### src/hw/rtl/lhp_pkg.sv
// ----------------------------------------------------------------------------
// lhp_pkg
// Types and constants of the 3x3 Laplacian high-pass filter.
// ----------------------------------------------------------------------------
`default_nettype none

package lhp_pkg;

   localparam int PIX_W      = 8;
   localparam int FWIDTH_W   = 11;
   localparam int FHEIGHT_W  = 12;
   localparam int ROW_W      = FHEIGHT_W + 1;
   localparam int MIN_DIM    = 2;
   localparam int CSR_ADDR_W = 3;
   localparam int CSR_DATA_W = 32;
   localparam int CSR_SEL_BIT = 2;

   localparam logic [FWIDTH_W-1:0]  WIDTH_RESET  = 11'd512;
   localparam logic [FHEIGHT_W-1:0] HEIGHT_RESET = 12'd512;
   localparam logic [PIX_W-1:0]     PIX_MAX      = '1;

   typedef enum logic {
      REG_FRAME_WIDTH  = 1'b0,
      REG_FRAME_HEIGHT = 1'b1
   } csr_reg_type;

   typedef enum logic {
      REQ_PIXEL = 1'b0,
      REQ_DRAIN = 1'b1
   } req_kind_type;

   typedef struct packed {
      logic [FWIDTH_W-1:0]  frame_width;
      logic [FHEIGHT_W-1:0] frame_height;
      logic                 restart;
   } frame_cfg_type;

   typedef struct packed {
      logic emit;
      logic last;
      logic left_ok;
      logic right_ok;
      logic top_ok;
      logic bottom_ok;
   } tap_ctl_type;

endpackage

`default_nettype wire

### src/hw/rtl/lhp_csr.sv
// ----------------------------------------------------------------------------
// lhp_csr
// APB register file holding the frame width and height.
// ----------------------------------------------------------------------------
`default_nettype none

module lhp_csr (
   input  logic                              clock,
   input  logic                              reset,
   input  logic                              psel,
   input  logic                              penable,
   input  logic                              pwrite,
   input  logic [lhp_pkg::CSR_ADDR_W-1:0]    paddr,
   input  logic [lhp_pkg::CSR_DATA_W-1:0]    pwdata,
   output logic [lhp_pkg::CSR_DATA_W-1:0]    prdata,
   output logic                              pready,
   output lhp_pkg::frame_cfg_type            cfg
);
   import lhp_pkg::*;

   logic                 wr_en;
   csr_reg_type          sel;
   logic [FWIDTH_W-1:0]  width_ff;
   logic [FHEIGHT_W-1:0] height_ff;

   assign pready = 1'b1;
   assign wr_en  = psel && penable && pwrite;
   assign sel    = csr_reg_type'(paddr[CSR_SEL_BIT]);

   always_ff @(posedge clock) begin
      if (reset) begin
         width_ff  <= WIDTH_RESET;
         height_ff <= HEIGHT_RESET;
      end else if (wr_en) begin
         unique case (sel)
            REG_FRAME_WIDTH:  width_ff  <= pwdata[FWIDTH_W-1:0];
            REG_FRAME_HEIGHT: height_ff <= pwdata[FHEIGHT_W-1:0];
            default:          width_ff  <= width_ff;
         endcase
      end
   end

   always_comb begin
      unique case (sel)
         REG_FRAME_WIDTH:  prdata = CSR_DATA_W'(width_ff);
         REG_FRAME_HEIGHT: prdata = CSR_DATA_W'(height_ff);
         default:          prdata = '0;
      endcase
   end

   // Every register write starts a new frame.
   assign cfg.frame_width  = width_ff;
   assign cfg.frame_height = height_ff;
   assign cfg.restart      = wr_en;

endmodule

`default_nettype wire

### config.mk
export PLATFORM = sky130hd
export DESIGN_NAME = lhp_csr
export DESIGN_NICKNAME = d
export VERILOG_FILES = /design/src/hw/rtl/lhp_pkg.sv /design/src/hw/rtl/lhp_csr.sv
export SDC_FILE = /design/constraint.sdc
export NUM_CORES = 1
export LEC_CHECK = 0
export BUFFER_PORTS_ARGS = -buffer_cell sky130_fd_sc_hd__buf_2
export CORE_MARGIN = 3
export CORE_UTILIZATION = 43
export CTS_CLUSTER_DIAMETER = 120
export DETAILED_ROUTE_END_ITERATION = 16
export GPL_TIMING_DRIVEN = 0
export PLACE_DENSITY = 0.85
export SLEW_MARGIN = 30
export SYNTH_ARGS = -nofsm -noshare
export SYNTH_HDL_FRONTEND = slang
export SYNTH_SLANG_ARGS = --single-unit
### constraint.sdc
create_clock -name clock -period 1.7 [get_ports clock]
set_input_delay 0.17 -clock clock [delete_from_list [all_inputs] [get_ports clock]]
set_output_delay 0.17 -clock clock [all_outputs]
set_load 0.05 [all_outputs]
==> results_dict.tcl, run 1 <==
set metrics [dict create \
    status "finished, final reports clean" \
    timing.rr.end "width_ff[4]" \
    cp_data_required_time_ps 1530 \
    crit_buf_inv 1 \
    synth_xor_area_share_pct 0 \
    boundaryPins 97 \
    p_sw_mw 0.398 \
    grt_use_total_pct 15.3 \
    reg2reg_slack_ps 1060 \
    cts_tree "done" \
    powerDensity_nw_per_um2 675 \
    fin_cells 236 \
    yosys.area.top_type "dfxtp_1" \
    root_buffer "clkbuf_4" \
    synth_top_family_by_area "multiplexers" \
    coreArea_sq_um 2810 \
    yosysSeqAreaShare_pct 35.7 \
    hpwl_mm 2.15 \
    netlist.area_leader.share_pct 35.7 \
    synthCells 129 \
    synthSimpleGateAreaFrac_pct 20.0 \
    viasPerCell 4.39 \
    final_util_pct 60.3 \
    synth_common_cells "nand2b_1 (32), buf_4 (25), dfxtp_1 (23), mux2i_1 (23), mux2_2 (11)" \
    drt-initial-drc-count 12 \
    crit_fanout 3 \
    grt_max_degree 13 \
    clock_path_buffers 2 \
    r2r_start "width_ff[4]" \
    synth_warnings 0 \
    wl_per_cell_um 11.4 \
    arrival_ps 1130 \
    synthFlopType "dfxtp_1" \
    async_flop_share_pct 0 \
    cap_violations 0 \
    path_class "flip-flop to output port" \
    finClkSkew_ps 0 \
    hold-worst-slack_ps 109 \
    fp.dieH_um 60.8 \
    cts.sinks 23 \
    drtPass1Iterations 3 \
    period_minus_slack_ps 1300 \
    setup_violations 0 \
    synth.distinct_cells 15 \
    setup_ws_ps 405 \
    comb_power_share_pct 28.9 \
    rows 19 \
    dieWidth_um 60.8 \
    startpoint "width_ff[10]" \
    synth_area_leaders "dfxtp_1 (36%), mux2i_1 (18%), nand2b_1 (16%), buf_4 (15%), mux2_2 (9.6%)" \
    synth-adder-area-share_pct 0 \
    drive_gt1_share_pct 45.4 \
    ys_ff_latch 23 \
    antenna_found_initial 0 \
    period_share_pct 76.2 \
    synth-edff-count 0 \
    remaining_drc_errors 0 \
    hold_buffers 0 \
    fmax_mhz 772 \
    cp-end-kind "output port" \
    p_total_mw 1.14 \
    crit_chain "mux2_2 -> buf_2" \
    grt_pass1_vias 977 \
    synth_area_sq_um 1290 \
    post-synth-top-count-cell "nand2b_1" \
    fin_tns_setup_ps 0 \
    cts_max_level 1 \
    port_buffers 53 \
    wl_mm 2.68 \
    avgSynthCellArea_sq_um 10.0 \
    drv_slew 0 \
    rr_worst_depth 2 \
    globalplace.congestion 0.707 \
    min_path_type "input port to flip-flop" \
    final_area_sq_um 1690 \
    cts_resized 0 \
    ant_nets 0 \
    grt_pass1_wl_mm 4.23 \
    seqCellArea_sq_um 460 \
    fillCellCount 277 \
    die_area_sq_um 3690 \
    slowest_delay_ps 350 \
    critPathSlowestCell "dfxtp_1" \
    crit_path_start_kind "flip-flop" \
    rsz0062_at_grt "false" \
    p_clk_share_pct 22.2 \
    final_nets 246 \
    synth_compound_area_share_pct 0 \
    place_inst 232 \
    multi_input_area_sq_um 691 \
    synth_mux_area_share_pct 27.4 \
    dpl_cell_area_sq_um 1670 \
    switching_share_pct 34.9 \
    antenna_cells 0 \
    start_util_pct 46.0 \
    max-vdd-ir-drop_mv 0.371 \
    clkLatencyLatePin_ps 300 \
    hold_viol_final 0 \
    post_cts_buffers 0 \
    cp.depth 2 \
    p_leak_nw 0.934 \
    areaGrowthSynthToFinish_pct 31.1 \
    crit_family "flip-flops" \
    post-place-ws_ps 429 \
    clk_pin_slew_ps 130 \
    cts-buffers-inserted 3 \
    grt_overflow 0 \
    vias 1036 \
    pwr-share-seq_pct 49.0 \
    cp-endpoint "prdata[10]" \
    internal_power_mw 0.744 \
]
## worst min-delay path: stages
cell	delay [ps]
buf_2	100
nand2b_1	60
mux2i_1	60
## worst min-delay path by stage
stage | from | to | slack (ps) | depth (start not counted)
2_1_floorplan | pwdata[11] | height_ff[11] | 330 | 2
3_3_place_gp | pwdata[9] | width_ff[9] | 440 | 3
3_5_place_dp | pwdata[11] | height_ff[11] | 450 | 3
4_1_cts | pwdata[11] | height_ff[11] | 110 | 3
5_1_grt | pwdata[11] | height_ff[11] | 110 | 3
6_report | pwdata[11] | height_ff[11] | 110 | 3
## cell families (layout without fill, tap and decap cells)
family                 Yosys count  count (layout)
and+or+nand+nor                 41              41
muxes                           34              34
buffers and inverters           29              86
DFF                             23              23
other                            2              21
## cells in the final DEF (no fill, tap or decap), drive strengths merged
cell	n
and2	1
and3	1
and4	1
and4b	1
buf	79
clkbuf	7
conb	21
dfxtp	23
mux2	11
mux2i	23
nand2b	32
nand4	1
nand4b	1
nor2	3
## state kept, by name (all words and copies together) (netlist names)
| name | count |
|---|---|
| height_ff | 12 |
| width_ff | 11 |
## cell type report
| cell class | count | share of cell area, % |
|---|---|---|
| Tap cell | 31 | 2.29 |
| Clock buffer | 4 | 1.55 |
| Timing Repair Buffer | 53 | 15.7 |
| Sequential cell | 23 | 27.2 |
| Multi-Input combinational cell | 96 | 40.8 |
| Buffer | 29 | 12.4 |
## power groups by stage
stage	combinational, mW	sequential [mW]	clock [mW]
floorplan	0.231	0.612	0
global placement	0.328	0.571	0
detailed placement	0.330	0.571	0
CTS	0.330	0.559	0.260
global route	0.349	0.561	0.284
finish	0.330	0.559	0.253
## metal layers
layer	vias up	share of wire [%]	GRT usage, %
li1	534	-	-
met2	43	49	27.9
met5	-	0	0
met1	457	43	17.9
met3	2	7.2	3.83
met4	0	0.49	3.72
Note: power is estimated with default switching activity, not from simulation.
==> inputs of run 2 (changes only) <==
--- a/config.mk
+++ b/config.mk
@@ -5,13 +5,14 @@
 export SDC_FILE = /design/constraint.sdc
 export NUM_CORES = 1
 export LEC_CHECK = 0
+export ABC_AREA = 1
 export BUFFER_PORTS_ARGS = -buffer_cell sky130_fd_sc_hd__buf_2
 export CORE_MARGIN = 3
-export CORE_UTILIZATION = 43
+export CORE_UTILIZATION = 36
 export CTS_CLUSTER_DIAMETER = 120
 export DETAILED_ROUTE_END_ITERATION = 16
 export GPL_TIMING_DRIVEN = 0
-export PLACE_DENSITY = 0.85
+export PLACE_DENSITY = 0.76
 export SLEW_MARGIN = 30
 export SYNTH_ARGS = -nofsm -noshare
 export SYNTH_HDL_FRONTEND = slang
==> constraint.sdc (replaced) <==
create_clock -name clock -period 1.1 [get_ports clock]
set_input_delay 0.11 -clock clock [delete_from_list [all_inputs] [get_ports clock]]
set_output_delay 0.11 -clock clock [all_outputs]
set_load 0.05 [all_outputs]
==> results_dict.tcl, run 2 <==
set metrics [dict create \
    cp-end-kind "output port" \
    boundaryPins 97 \
    final_common_cell "nand2_1" \
    drt-initial-drc-count 59 \
    grt_pass1_wl_mm 5.28 \
    crit_path_start_kind "flip-flop" \
    final_util_pct 54.9 \
    synth.distinct_cells 16 \
    clkLatencyLatePin_ps 310 \
    clock_path_buffers 2 \
    clk_pin_slew_ps 140 \
    cts.sinks 23 \
    drtPass1Iterations 4 \
    grt_use_total_pct 15.7 \
    synth_area_sq_um 1300 \
    fmax_mhz 927 \
    ys_ff_latch 23 \
    cts_max_level 1 \
    wl_mm 3.45 \
    coreArea_sq_um 3420 \
    powerDensity_nw_per_um2 1050 \
    synth-edff-count 0 \
    yosys.area.top_type "dfxtp_1" \
    viasPerCell 4.14 \
    fillCellCount 376 \
    avgSynthCellArea_sq_um 6.44 \
    final_nets 319 \
    hold-worst-slack_ps 28.2 \
    start_util_pct 38.1 \
    synthFlopType "dfxtp_1" \
    max-vdd-ir-drop_mv 0.617 \
    arrival_ps 970 \
    cp_data_required_time_ps 990 \
    synth_warnings 0 \
    pwr-share-seq_pct 45.1 \
    dpl_cell_area_sq_um 1720 \
    comb_power_share_pct 35.1 \
    port_buffers 52 \
    root_buffer "clkbuf_4" \
    yosysSeqAreaShare_pct 35.4 \
    antenna_found_initial 0 \
    remaining_drc_errors 0 \
    worst_pin_slew_ps 519 \
    grt_overflow 0 \
    cap_violations 0 \
    p_total_mw 1.97 \
    cts-buffers-inserted 3 \
    dieWidth_um 66.1 \
    drive_gt1_share_pct 44.2 \
    p_leak_nw 1.05 \
    min_path_type "input port to flip-flop" \
    antenna_cells 0 \
    finClkSkew_ps 0 \
    drv_slew 0 \
    hold_viol_final 0 \
    wl_per_cell_um 10.6 \
    switching_share_pct 39.0 \
    reg.largest.list "height_ff: 12 flops, width_ff: 11 flops" \
    grt_pass1_vias 1161 \
    synth_area_leaders "dfxtp_1 (35%), nand2_1 (17%), buf_4 (15%), nor2_1 (12%), nand3_1 (8.8%)" \
    status "finished, final reports clean" \
    p_sw_mw 0.769 \
    hpwl_mm 2.50 \
    grt_max_degree 14 \
    rsz0062_at_grt "true" \
    ant_nets 0 \
    rows 21 \
    internal_power_mw 1.20 \
    regMostFlops "height_ff" \
    max_slew_margin_pct 65.4 \
    synth_common_cells "nand2_1 (58), nor2_1 (42), buf_4 (26)" \
    final_area_sq_um 1870 \
    post-synth-top-count-cell "nand2_1" \
    netlist.area_leader.share_pct 35.4 \
    fin_tns_setup_ps 0 \
    vias 1341 \
    setup_violations 0 \
    p_clk_share_pct 19.9 \
    die_area_sq_um 4370 \
    areaGrowthSynthToFinish_pct 44.0 \
    fp.dieH_um 66.1 \
    crit_fanout 3 \
    largest_reg_flops 12 \
    period_share_pct 98.1 \
    globalplace.congestion 0.759 \
    synthCells 202 \
    layout_common_cells "nand2_1 (51), nor2_1 (42), buf_2 (38)" \
    path_class "flip-flop to output port" \
    cts_tree "done" \
    period_minus_slack_ps 1080 \
    async_flop_share_pct 0 \
]
## run 2: final timing paths
check | from | endpoint | slack [ps] | cells after the start
setup / recovery | width_ff[7] | prdata[7] | 20 | 3
hold reg to reg | width_ff[1] | width_ff[1] | 500 | 2
hold / removal | pwdata[9] | height_ff[9] | 30 | 3
setup reg to reg | width_ff[4] | width_ff[4] | 380 | 3
## run 2: through the flow
stage / std cells / worst slack [ps]
after global routing: 324 / -43.4
after global placement: 319 / -10.5
after floorplan: 221 / 80.9
after CTS: 323 / 0.795
final: 324 / 21.0
after detailed placement: 319 / -23.5
## run 2: power groups by stage
stage | sequential (mW) | combinational, mW | clock (mW)
CTS | 0.888 | 0.663 | 0.402
floorplan | 1.01 | 0.430 | 0
detailed placement | 0.907 | 0.649 | 0
global route | 0.894 | 0.737 | 0.445
global placement | 0.906 | 0.645 | 0
finish | 0.889 | 0.692 | 0.392
## run 2: metal layers
layer	vias to the layer above	GRT usage [%]	wire length (um)
met5	-	0	0
met4	0	5.33	17
met3	2	2.38	242
met2	50	27.1	1650
met1	573	19.6	1530
li1	716	-	-
## run 2: logic make-up (layout without fill, tap and decap cells)
kind of cell           after synthesis  count (layout)  share of synthesized area, %
AOI/OAI and AO/OA                    2               2                         0.769
buffers and inverters               48             105                          23.0
DFF                                 23              23                          35.4
other                                2              21                         0.577
and+or+nand+nor                    127             127                          40.3
## run 2: area by class of cell
cell class | instances | area (sq um) | area share (%)
sequential | 23 | 489 | 26.1
inverter | 15 | 58.8 | 3.14
timing repair buffer | 53 | 367 | 19.6
tap | 46 | 57.6 | 3.07
clock inverter | 1 | 5.00 | 0.267
multi-input combinational | 150 | 631 | 33.6
buffer | 33 | 244 | 13.0
clock buffer | 3 | 22.5 | 1.20
## run 2: worst max-delay path, cell delays in order, from the launching register on
cell and delay, ps:
dfxtp_2 370, nand2_2 60, nand2_2 90, buf_8 140
## run 2: timing repair
item	CTS	global route
endpoints found under the setup margin	12	14
pin swaps	0	5
hold buffers	0	0
resized for setup	14	26
buffers inserted	0	1
