[config.mk]
export PLATFORM = sky130hd
export DESIGN_NAME = lhp_ctrl_flat
export DESIGN_NICKNAME = d
export VERILOG_FILES = /design/src/hw/rtl/lhp_pkg.sv /design/src/hw/rtl/lhp_req_if.sv /design/src/hw/rtl/lhp_ctrl.sv /design/src/flat_wrapper.sv
export SDC_FILE = /design/constraint.sdc
export NUM_CORES = 1
export LEC_CHECK = 0
export BUFFER_PORTS_ARGS = -buffer_cell sky130_fd_sc_hd__buf_2
export CORE_MARGIN = 1.5
export CORE_UTILIZATION = 35
export DETAILED_ROUTE_END_ITERATION = 10
export PLACE_DENSITY = 0.64
export SLEW_MARGIN = 0
export SYNTH_ARGS = -nofsm -noshare
export SYNTH_HDL_FRONTEND = slang
export SYNTH_SLANG_ARGS = --single-unit
export TNS_END_PERCENT = 50
[constraint.sdc]
create_clock -name clock -period 3.8 [get_ports clock]
set_input_delay 0.38 -clock clock [delete_from_list [all_inputs] [get_ports clock]]
set_output_delay 0.38 -clock clock [all_outputs]
set_load 0.03 [all_outputs]
[src/hw/rtl/lhp_pkg.sv]
// ----------------------------------------------------------------------------
// lhp_pkg
// Types and constants of the 3x3 Laplacian high-pass filter.
// ----------------------------------------------------------------------------
`default_nettype none

package lhp_pkg;

   localparam int PIX_W      = 8;
   localparam int FWIDTH_W   = 11;
   localparam int FHEIGHT_W  = 12;
   localparam int ROW_W      = FHEIGHT_W + 1;
   localparam int MIN_DIM    = 2;
   localparam int CSR_ADDR_W = 3;
   localparam int CSR_DATA_W = 32;
   localparam int CSR_SEL_BIT = 2;

   localparam logic [FWIDTH_W-1:0]  WIDTH_RESET  = 11'd512;
   localparam logic [FHEIGHT_W-1:0] HEIGHT_RESET = 12'd512;
   localparam logic [PIX_W-1:0]     PIX_MAX      = '1;

   typedef enum logic {
      REG_FRAME_WIDTH  = 1'b0,
      REG_FRAME_HEIGHT = 1'b1
   } csr_reg_type;

   typedef enum logic {
      REQ_PIXEL = 1'b0,
      REQ_DRAIN = 1'b1
   } req_kind_type;

   typedef struct packed {
      logic [FWIDTH_W-1:0]  frame_width;
      logic [FHEIGHT_W-1:0] frame_height;
      logic                 restart;
   } frame_cfg_type;

   typedef struct packed {
      logic emit;
      logic last;
      logic left_ok;
      logic right_ok;
      logic top_ok;
      logic bottom_ok;
   } tap_ctl_type;

endpackage

`default_nettype wire

[src/hw/rtl/lhp_req_if.sv]
// ----------------------------------------------------------------------------
// lhp_req_if
// Input item channel: pixel or drain step, valid/ready handshake.
// ----------------------------------------------------------------------------
`default_nettype none

interface lhp_req_if;
   import lhp_pkg::*;

   logic             valid;
   logic             ready;
   logic             req_type;
   logic [PIX_W-1:0] pixel_in;

   modport source (output valid, output req_type, output pixel_in, input ready);
   modport sink   (input valid, input req_type, input pixel_in, output ready);
endinterface

`default_nettype wire

[src/hw/rtl/lhp_ctrl.sv]
// ----------------------------------------------------------------------------
// lhp_ctrl
// Raster position counters, edge flags and the line buffer read stage.
// ----------------------------------------------------------------------------
`default_nettype none

module lhp_ctrl #(
   parameter int MAX_WIDTH = 1024
) (
   input  logic                            clock,
   input  logic                            reset,
   input  lhp_pkg::frame_cfg_type          cfg,
   lhp_req_if.sink                         req,
   input  logic                            stage_b_ready,
   output logic                            a_valid,
   output logic [lhp_pkg::PIX_W-1:0]       a_pix,
   output logic [$clog2(MAX_WIDTH)-1:0]    a_idx,
   output lhp_pkg::tap_ctl_type            a_ctl,
   output logic                            rd_en,
   output logic [$clog2(MAX_WIDTH)-1:0]    rd_addr
);
   import lhp_pkg::*;

   localparam int AW = $clog2(MAX_WIDTH);
   localparam int EW = (AW + 1 > FWIDTH_W) ? AW + 1 : FWIDTH_W;

   logic [AW-1:0]        col_ff, col_in;
   logic [ROW_W-1:0]     row_ff, row_in;
   logic                 a_valid_ff, a_valid_in;
   logic [PIX_W-1:0]     a_pix_ff;
   logic [AW-1:0]        a_idx_ff;
   tap_ctl_type          a_ctl_ff, ctl;

   logic [EW-1:0]        width_ext, width_eff;
   logic [AW-1:0]        col_last;
   logic [FHEIGHT_W-1:0] height_eff;
   logic [ROW_W-1:0]     h_ext;
   logic                 accept, a_take, col_zero, col_ge2, emit_right, emit_mid, drain;
   logic [PIX_W-1:0]     pix;

   always_comb begin
      width_ext = EW'(cfg.frame_width);
      priority if (width_ext < EW'(MIN_DIM)) begin
         width_eff = EW'(MIN_DIM);
      end else if (width_ext > EW'(MAX_WIDTH)) begin
         width_eff = EW'(MAX_WIDTH);
      end else begin
         width_eff = width_ext;
      end
      col_last = AW'(width_eff - EW'(1));
      height_eff = (cfg.frame_height < FHEIGHT_W'(MIN_DIM)) ?
                   FHEIGHT_W'(MIN_DIM) : cfg.frame_height;
      h_ext = ROW_W'(height_eff);
   end

   assign req.ready = !a_valid_ff || stage_b_ready;
   assign accept    = req.valid && req.ready;
   assign a_take    = a_valid_ff && stage_b_ready;

   // The window is shifted before the taps are taken, so the last pixel of
   // the previous row (emitted on column zero) sits in the centre column.
   always_comb begin
      col_zero   = (col_ff == '0);
      col_ge2    = (EW'(col_ff) >= EW'(MIN_DIM));
      emit_right = col_zero && (row_ff >= ROW_W'(2)) && (row_ff <= h_ext + ROW_W'(1));
      emit_mid   = !col_zero && (row_ff >= ROW_W'(1)) && (row_ff <= h_ext);
      ctl.emit      = emit_right || emit_mid;
      ctl.last      = emit_right && (row_ff == h_ext + ROW_W'(1));
      ctl.left_ok   = col_zero || col_ge2;
      ctl.right_ok  = !col_zero;
      ctl.top_ok    = col_zero ? (row_ff >= ROW_W'(3)) : (row_ff >= ROW_W'(2));
      ctl.bottom_ok = col_zero ? (row_ff <= h_ext) : (row_ff < h_ext);
      drain = (req.req_type == REQ_DRAIN) || (row_ff >= h_ext);
      pix   = drain ? '0 : req.pixel_in;
   end

   always_comb begin
      col_in = col_ff;
      row_in = row_ff;
      priority if (cfg.restart) begin
         col_in = '0;
         row_in = '0;
      end else if (accept && ctl.last) begin
         col_in = '0;
         row_in = '0;
      end else if (accept && (col_ff == col_last)) begin
         col_in = '0;
         row_in = row_ff + ROW_W'(1);
      end else if (accept) begin
         col_in = col_ff + AW'(1);
      end
   end

   always_comb begin
      priority if (accept) begin
         a_valid_in = 1'b1;
      end else if (a_take) begin
         a_valid_in = 1'b0;
      end else begin
         a_valid_in = a_valid_ff;
      end
   end

   always_ff @(posedge clock) begin
      if (reset) begin
         col_ff     <= '0;
         row_ff     <= '0;
         a_valid_ff <= 1'b0;
      end else begin
         col_ff     <= col_in;
         row_ff     <= row_in;
         a_valid_ff <= a_valid_in;
      end
   end

   always_ff @(posedge clock) begin
      if (accept) begin
         a_pix_ff <= pix;
         a_idx_ff <= col_ff;
         a_ctl_ff <= ctl;
      end
   end

   assign a_valid = a_valid_ff;
   assign a_pix   = a_pix_ff;
   assign a_idx   = a_idx_ff;
   assign a_ctl   = a_ctl_ff;
   assign rd_en   = accept;
   assign rd_addr = col_ff;

endmodule

`default_nettype wire

[src/flat_wrapper.sv]
// flat-port wrapper written by rule: the top's interface ports become plain ports
module lhp_ctrl_flat import lhp_pkg::*;
#(
   parameter int MAX_WIDTH = 1024
)
  (clock, reset, cfg, stage_b_ready, a_valid, a_pix, a_idx, a_ctl, rd_en, rd_addr, req_valid, req_req_type, req_pixel_in, req_ready);
  lhp_req_if req_i ();
  input  logic clock;
  input  logic reset;
  input  lhp_pkg::frame_cfg_type cfg;
  input  logic stage_b_ready;
  output logic a_valid;
  output logic [lhp_pkg::PIX_W-1:0] a_pix;
  output logic [$clog2(MAX_WIDTH)-1:0] a_idx;
  output lhp_pkg::tap_ctl_type a_ctl;
  output logic rd_en;
  output logic [$clog2(MAX_WIDTH)-1:0] rd_addr;
  input wire logic [$bits(req_i.valid)-1:0] req_valid;
  input wire logic [$bits(req_i.req_type)-1:0] req_req_type;
  input wire logic [$bits(req_i.pixel_in)-1:0] req_pixel_in;
  output wire logic [$bits(req_i.ready)-1:0] req_ready;
  assign req_i.valid = req_valid;
  assign req_i.req_type = req_req_type;
  assign req_i.pixel_in = req_pixel_in;
  assign req_ready = req_i.ready;
  lhp_ctrl #(.MAX_WIDTH(MAX_WIDTH)) u_core (.clock(clock), .reset(reset), .cfg(cfg), .req(req_i), .stage_b_ready(stage_b_ready), .a_valid(a_valid), .a_pix(a_pix), .a_idx(a_idx), .a_ctl(a_ctl), .rd_en(rd_en), .rd_addr(rd_addr));
endmodule
==> results of run 1 <==
==> sequential cells by signal, indices dropped and copies added, names as in the netlist <==
register	count
u_core.a_ctl	6
u_core.a_valid	1
u_core.row_ff	13
u_core.a_pix	8
u_core.a_idx	10
u_core.rd_addr	10
==> layer usage <==
| layer | wire length, um | track usage |
|---|---|---|
| met5 | 0 | 0 |
| met4 | 78 | 0.0357 |
| met3 | 300 | 0.0238 |
| met2 | 4160 | 0.279 |
| met1 | 4260 | 0.226 |
==> worst max-delay path by stage <==
stage / start / end / depth (start not counted)
5_1_grt: cfg[16] / u_core.row_ff[4]$_SDFFE_PP0P_ / 12
4_1_cts: cfg[16] / u_core.row_ff[3]$_SDFFE_PP0P_ / 12
3_5_place_dp: cfg[16] / u_core.row_ff[3]$_SDFFE_PP0P_ / 12
6_report: cfg[16] / u_core.row_ff[5]$_SDFFE_PP0P_ / 12
2_1_floorplan: cfg[15] / u_core.row_ff[11]$_SDFFE_PP0P_ / 13
3_3_place_gp: cfg[16] / u_core.row_ff[5]$_SDFFE_PP0P_ / 13
==> worst register-to-register path, stage by stage, from the launching register on <==
cell and delay [ns]:
dfxtp_1 0.55, ha_1 0.31, nor2b_1 0.13, o21a_1 0.16, o21ai_0 0.16, a21oi_1 0.09
o21ai_0 0.30, nor3b_1 0.60, and2_1 0.23
==> placed cells by master, fill, tap and decap left out, drive strengths merged, types with 15 or more instances in the layout <==
master	n
buf	94
ha	33
nor2	25
inv	25
nand2	24
a21oi	24
edfxtp	24
dfxtp	24
xnor2	22
o21ai	18
or4	17
nor3	15
==> synth_stat cells, types with 3 or more instances <==
cell      number  share of area
clkbuf_1      14          0.015
and3_1         8          0.014
a211oi_1       4         0.0084
nor4_1         9          0.016
xnor2_1       22          0.054
o211ai_1       3         0.0063
nand2b_1       5         0.0088
xor2_1         8          0.020
or4_1         16          0.034
buf_2          5         0.0070
or3_1          6          0.011
dfxtp_1       24           0.13
and2_1         9          0.016
inv_1         24          0.025
o21ai_0       17          0.024
nor2b_1        9          0.016
nand2_1       24          0.025
ha_1          33           0.12
nand4b_1       4         0.0098
o21a_1         3         0.0063
edfxtp_1      24           0.20
nor3b_1        4         0.0084
nand4_1       11          0.019
o31ai_1       10          0.021
and4_1         3         0.0074
nor3_1        15          0.021
a21oi_1       24          0.034
nand3_1       14          0.020
nor2_1        25          0.026
==> cells by family after synthesis <==
group	count (synthesis)	synth area share
xor+xnor	30	0.0736
mux	2	0.00560
compound gates	82	0.149
fa+ha+maj	33	0.116
flops	48	0.336
buf+inv	44	0.0480
simple gates	168	0.272
==> metrics by stage <==
step	TNS [ns]	utilization	hold WS [ns]	power (uW)	setup WS [ns]
6_report	0	0.435	0.273	1090	0.226
5_1_grt	0	0.435	0.273	1140	0.00651
4_1_cts	0	0.435	0.268	1100	0.244
3_5_place_dp	-0.358	0.426	0.549	792	-0.0496
3_3_place_gp	0	0.426	0.546	788	0.0574
2_1_floorplan	0	-	0.449	710	0.109
==> cell type report <==
type	count	area, um^2	area share
Clock buffer	5	68.8	0.0161
Clock inverter	3	18.8	0.00439
Inverter	25	93.8	0.0220
Multi-Input combinational cell	315	2200	0.515
Sequential cell	48	1200	0.281
Tap cell	133	166	0.0390
Timing Repair Buffer	94	523	0.122
==> power by group through the flow <==
stage	Combinational (uW)	Clock [uW]	Sequential, uW
finish	215	307	564
global route	237	336	566
CTS	216	324	564
detailed placement	216	0	576
global placement	213	0	575
floorplan	103	0	608
==> impl_metrics.ini, run 1 <==
[place]
io_buffers = 73
placed_area_um2 = 4180
place_congestion = 0.850
dpl.cell_count = 615
dp_hpwl_um = 6930

[critical_path]
start_kind = input pin
r2r_cells = 8
r2r_slack_ns = 1.16
crit_path_max_incr_delay_ns = 0.52
end_kind = register
crit_type = input pin to register
path_cells = buf_2 > nor4_1 > nand2_1 > o21ai_0 > ha_1 > o311ai_0 > nor4_1 > nand4_1 > or4_1 > buf_4 > or4_1 > a21oi_1
arrival_ns = 3.81
cp.required_ns = 4.03
critPathSlowestCell = or4_1
crit_fanout = 27
worst-path-buf-inv = 2
r2r_start = u_core.row_ff[1]$_SDFFE_PP0P_
critical-path-top-delay-family = simple AND/OR/NAND/NOR gates
r2r_end = u_core.a_pix[2]$_SDFFCE_PP0P_

[clock_tree]
cts.sinks = 48
cts_hold_buf = 0
h-tree-depth = 2
cts_inserted_buffers = 5
cts_tree = done
ctsResizeCount = 0
clkLatencyLatePin_ns = 0.30
path_clk_slew_ns = 0.09
cts_setup_buffers = 0
root_buffer = clkbuf_8
clockBufferDepth = 2

[power]
power_density_nw_per_um2 = 254
power_switching_uw = 317
vdd.ir_drop.worst_uv = 164
p_int_uw = 769
p_sw_frac = 0.292
power_frac_clock = 0.282
p_comb_frac = 0.198
p_leak_uw = 0.00170
p_seq_frac = 0.519

[timing]
fmax_ghz = 0.280
setup_viol = 0
relSlewSlack = 0.561
min_period_ns = 3.57
slew_violations = 0
rsz0062_at_grt = no
hold_viol_final = 0
fin_crit_sh = 0.941
finalClockSkew_ns = 0.00982
worst_pin_slew_ns = 0.657

[drt]
antenna_left = 0
dr_total_vias = 3312
routedWlPerCell_um = 14.1
drtIter0Drc = 170
dr.pass1.iters = 4
routed_wl_um = 8810
via_per_inst = 5.32
drc = 0

[run_status]
outcome = completed

[die]
rows = 36
ios = 74
dieArea_um2 = 10800
fp.dieH_um = 104
die_x_um = 104
start_util = 0.364
coreArea_um2 = 9820

[final_layout]
fin_cells = 623
layout.nets = 559
n_fill_cell = 1001
syn2layout_area_growth_pct = 19.6
drive_gt1_frac = 0.218
antennaDiodeCount = 0
final_cell_area_um2 = 4270

[global_route]
gr-usage-all-layers = 0.166
grt_max_degree = 28
grt_pass1_vias = 3148
grt-ovfl-total = 0
antenna_found_initial = 0
grt_pass1_wl_um = 15000

[worst_hold_path]
worstHoldStart = reset
hold_class = input pin to register
holdPathEnd = u_core.a_valid$_SDFFE_PP0P_
hold_depth = 2

[yosys]
ys_ff_latch = 48
netlist_instances = 407
ys_async_sr_fraction = 0
syn_nets = 477
synth-seq-area-share = 0.336
synthDistinctLibCells = 55
syn_area_um2 = 3570
synth_edf_count = 24
ys_warn_count = 0
syn_avg_cell_area_um2 = 8.78
synthFlopType = edfxtp_1

[run]
cap_viol_max_count = 0
No activity file was read; power rests on OpenSTA's default activity.
==> inputs of run 2 (changes only) <==
--- a/config.mk
+++ b/config.mk
@@ -6,10 +6,12 @@
 export NUM_CORES = 1
 export LEC_CHECK = 0
 export BUFFER_PORTS_ARGS = -buffer_cell sky130_fd_sc_hd__buf_2
+export CELL_PAD_IN_SITES_DETAIL_PLACEMENT = 1
+export CELL_PAD_IN_SITES_GLOBAL_PLACEMENT = 2
 export CORE_MARGIN = 1.5
-export CORE_UTILIZATION = 35
+export CORE_UTILIZATION = 30
 export DETAILED_ROUTE_END_ITERATION = 10
-export PLACE_DENSITY = 0.64
+export PLACE_DENSITY = 0.84
 export SLEW_MARGIN = 0
 export SYNTH_ARGS = -nofsm -noshare
 export SYNTH_HDL_FRONTEND = slang
==> run 2 against run 1 <==
  * Clock-buffer cell count did not move
  * Highest routed layer unchanged
  * Final area rose by 3.4%
  * Clock power rose by 87%
  * Non-clock buffer count did not move
  * Final cell count rose by 1.6%
  * Routed wire length rose by 22%
  * Worst hold slack improved by 0.016 ns
  * Power rose by 26%
  * Worst setup slack improved by 0.080 ns
  * Combinational power rose by 5%
  * The flow now finishes with violations (design-rule violations)
  * Die area rose by 16%
==> impl_metrics.ini, run 2 (synthesis gave the netlist of run 1 again) <==
[drt]
drtIter0Drc = 176
via_per_inst = 5.43
routedWlPerCell_um = 16.9
dr.pass1.iters = 7
antenna_left = 0
dr_total_vias = 3437
drc = 8
routed_wl_um = 10700

[clock_tree]
clkLatencyLatePin_ns = 0.29
cts_hold_buf = 0
h-tree-depth = 2
clockBufferDepth = 2
cts_tree = done
root_buffer = clkbuf_16
cts_inserted_buffers = 5
cts.sinks = 48
path_clk_slew_ns = 0.07

[critical_path]
r2r_start = u_core.rd_addr[1]$_SDFFE_PP0P_
r2r_end = u_core.row_ff[5]$_SDFFE_PP0P_
worstSetupStartpoint = cfg[21]
start_kind = input pin
end_kind = register
crit_fanout = 27
arrival_ns = 3.71
crit_path_max_incr_delay_ns = 0.53
crit_type = input pin to register
path_cells = buf_2 > or4_4 > nor3_1 > o21ai_0 > ha_2 > xor2_1 > o21ai_0 > nor4_1 > nand4_1 > or4_1 > buf_4 > or4_1 > a21oi_1
critPathSlowestCell = or4_4
cp.required_ns = 4.02
r2r_slack_ns = 1.08
r2r_cells = 8
cp-endpoint = u_core.row_ff[5]$_SDFFE_PP0P_

[final_layout]
layout_commonest_cell = buf_2
antennaDiodeCount = 0
final_cell_mix = buf_2 (73), ha_1 (32), nor2_1 (25)
final_cell_area_um2 = 4420
largest_reg_flops = 13
syn2layout_area_growth_pct = 23.6
fin_cells = 633
utilization = 0.384
drive_gt1_frac = 0.227
regMostFlops = u_core.row_ff
layout.nets = 559

[global_route]
antenna_found_initial = 0
grt_pass1_wl_um = 17700
gr-usage-all-layers = 0.173
grt_pass1_vias = 3569
grt-ovfl-total = 0
grt_max_degree = 28

[run_status]
violations = design-rule violations
outcome = complete, but fails checks

[timing]
slew_violations = 0
setup_viol = 0
finalClockSkew_ns = 0.00913
worst_pin_slew_ns = 0.645
rsz0062_at_grt = no
fmax_ghz = 0.286
fin_crit_sh = 0.919
hold_viol_final = 0
relSlewSlack = 0.568
setup_slack_ns = 0.306
min_period_ns = 3.49

[power]
power_frac_clock = 0.421
vdd.ir_drop.worst_uv = 181
power_switching_uw = 341
p_sw_frac = 0.250
p_int_uw = 1020
p_leak_uw = 0.00176
p_seq_frac = 0.414
p_comb_frac = 0.165
power_density_nw_per_um2 = 309

[die]
coreArea_um2 = 11500
dieArea_um2 = 12600
ios = 74
start_util = 0.310
rows = 39
die_x_um = 112
fp.dieH_um = 112

[place]
io_buffers = 73
placed_area_um2 = 4210
dp_slack_ns = -0.0727
place_congestion = 0.886
dpl.cell_count = 625
dp_hpwl_um = 8520

[worst_hold_path]
hold_class = input pin to register

[run]
cap_viol_max_count = 0
==> run 2: cell types whose count changed in the layout (fill, tap and decap cells not counted), moves of 2 or more <==
cell | before | now
bufinv_16 | 0 | 2
clkbuf_16 | 0 | 5
clkbuf_8 | 5 | 0
clkinvlp_4 | 2 | 0
==> run 2: worst max-delay path: cells and delay by family <==
kind	cells	cell delay [ns]
AO/OA/AOI/OAI	3	0.39
XOR/XNOR	1	0.14
adder cells (fa/ha/maj)	1	0.34
buffers and inverters	2	0.34
AND/OR/NAND/NOR	6	2.12
==> run 2: area by class of cell <==
class	instances	area, um^2
fill	1355	7100
multi-input combinational	315	2210
sequential	48	1200
timing repair buffer	94	536
tap	143	179
clock buffer	5	125
inverter	25	93.8
clock inverter	3	68.8
==> run 2: power by group through the flow <==
stage | Sequential, uW | Combinational (uW) | Clock, uW
finish | 565 | 225 | 575
global placement | 576 | 217 | 0
global route | 567 | 246 | 607
floorplan | 608 | 103 | 0
CTS | 565 | 225 | 584
detailed placement | 577 | 224 | 0
==> run 2: worst min path at each step <==
stage,from,end,depth (start not counted)
5_1_grt,reset,u_core.a_valid$_SDFFE_PP0P_,2
3_5_place_dp,u_core.row_ff[11]$_SDFFE_PP0P_,u_core.row_ff[11]$_SDFFE_PP0P_,2
3_3_place_gp,u_core.row_ff[0]$_SDFFE_PP0P_,u_core.row_ff[0]$_SDFFE_PP0P_,2
6_report,reset,u_core.a_valid$_SDFFE_PP0P_,2
2_1_floorplan,reset,u_core.a_valid$_SDFFE_PP0P_,1
4_1_cts,reset,u_core.a_valid$_SDFFE_PP0P_,2
==> run 2: per-layer routing <==
layer  global-route usage  vias up  share of wire
met1                0.220     1675           0.46
met4               0.0371        0         0.0097
met3               0.0211       10          0.031
met5                    0        -              0
li1                     -     1690              -
met2                0.313       62           0.50
==> run 2: per-stage QoR <==
step                      total power [uW]  TNS [ns]  hold slack [ns]
after floorplan                        710         0            0.449
after global placement                 793         0            0.557
after detailed placement               801    -0.343            0.573
after CTS                             1370         0            0.288
after global routing                  1420         0            0.284
final                                 1360         0            0.289
==> run 2: timing repair <==
item / CTS / global route
endpoints found under the setup margin: 0 / 14
resized for setup: 0 / 3
setup buffers: 0 / 0
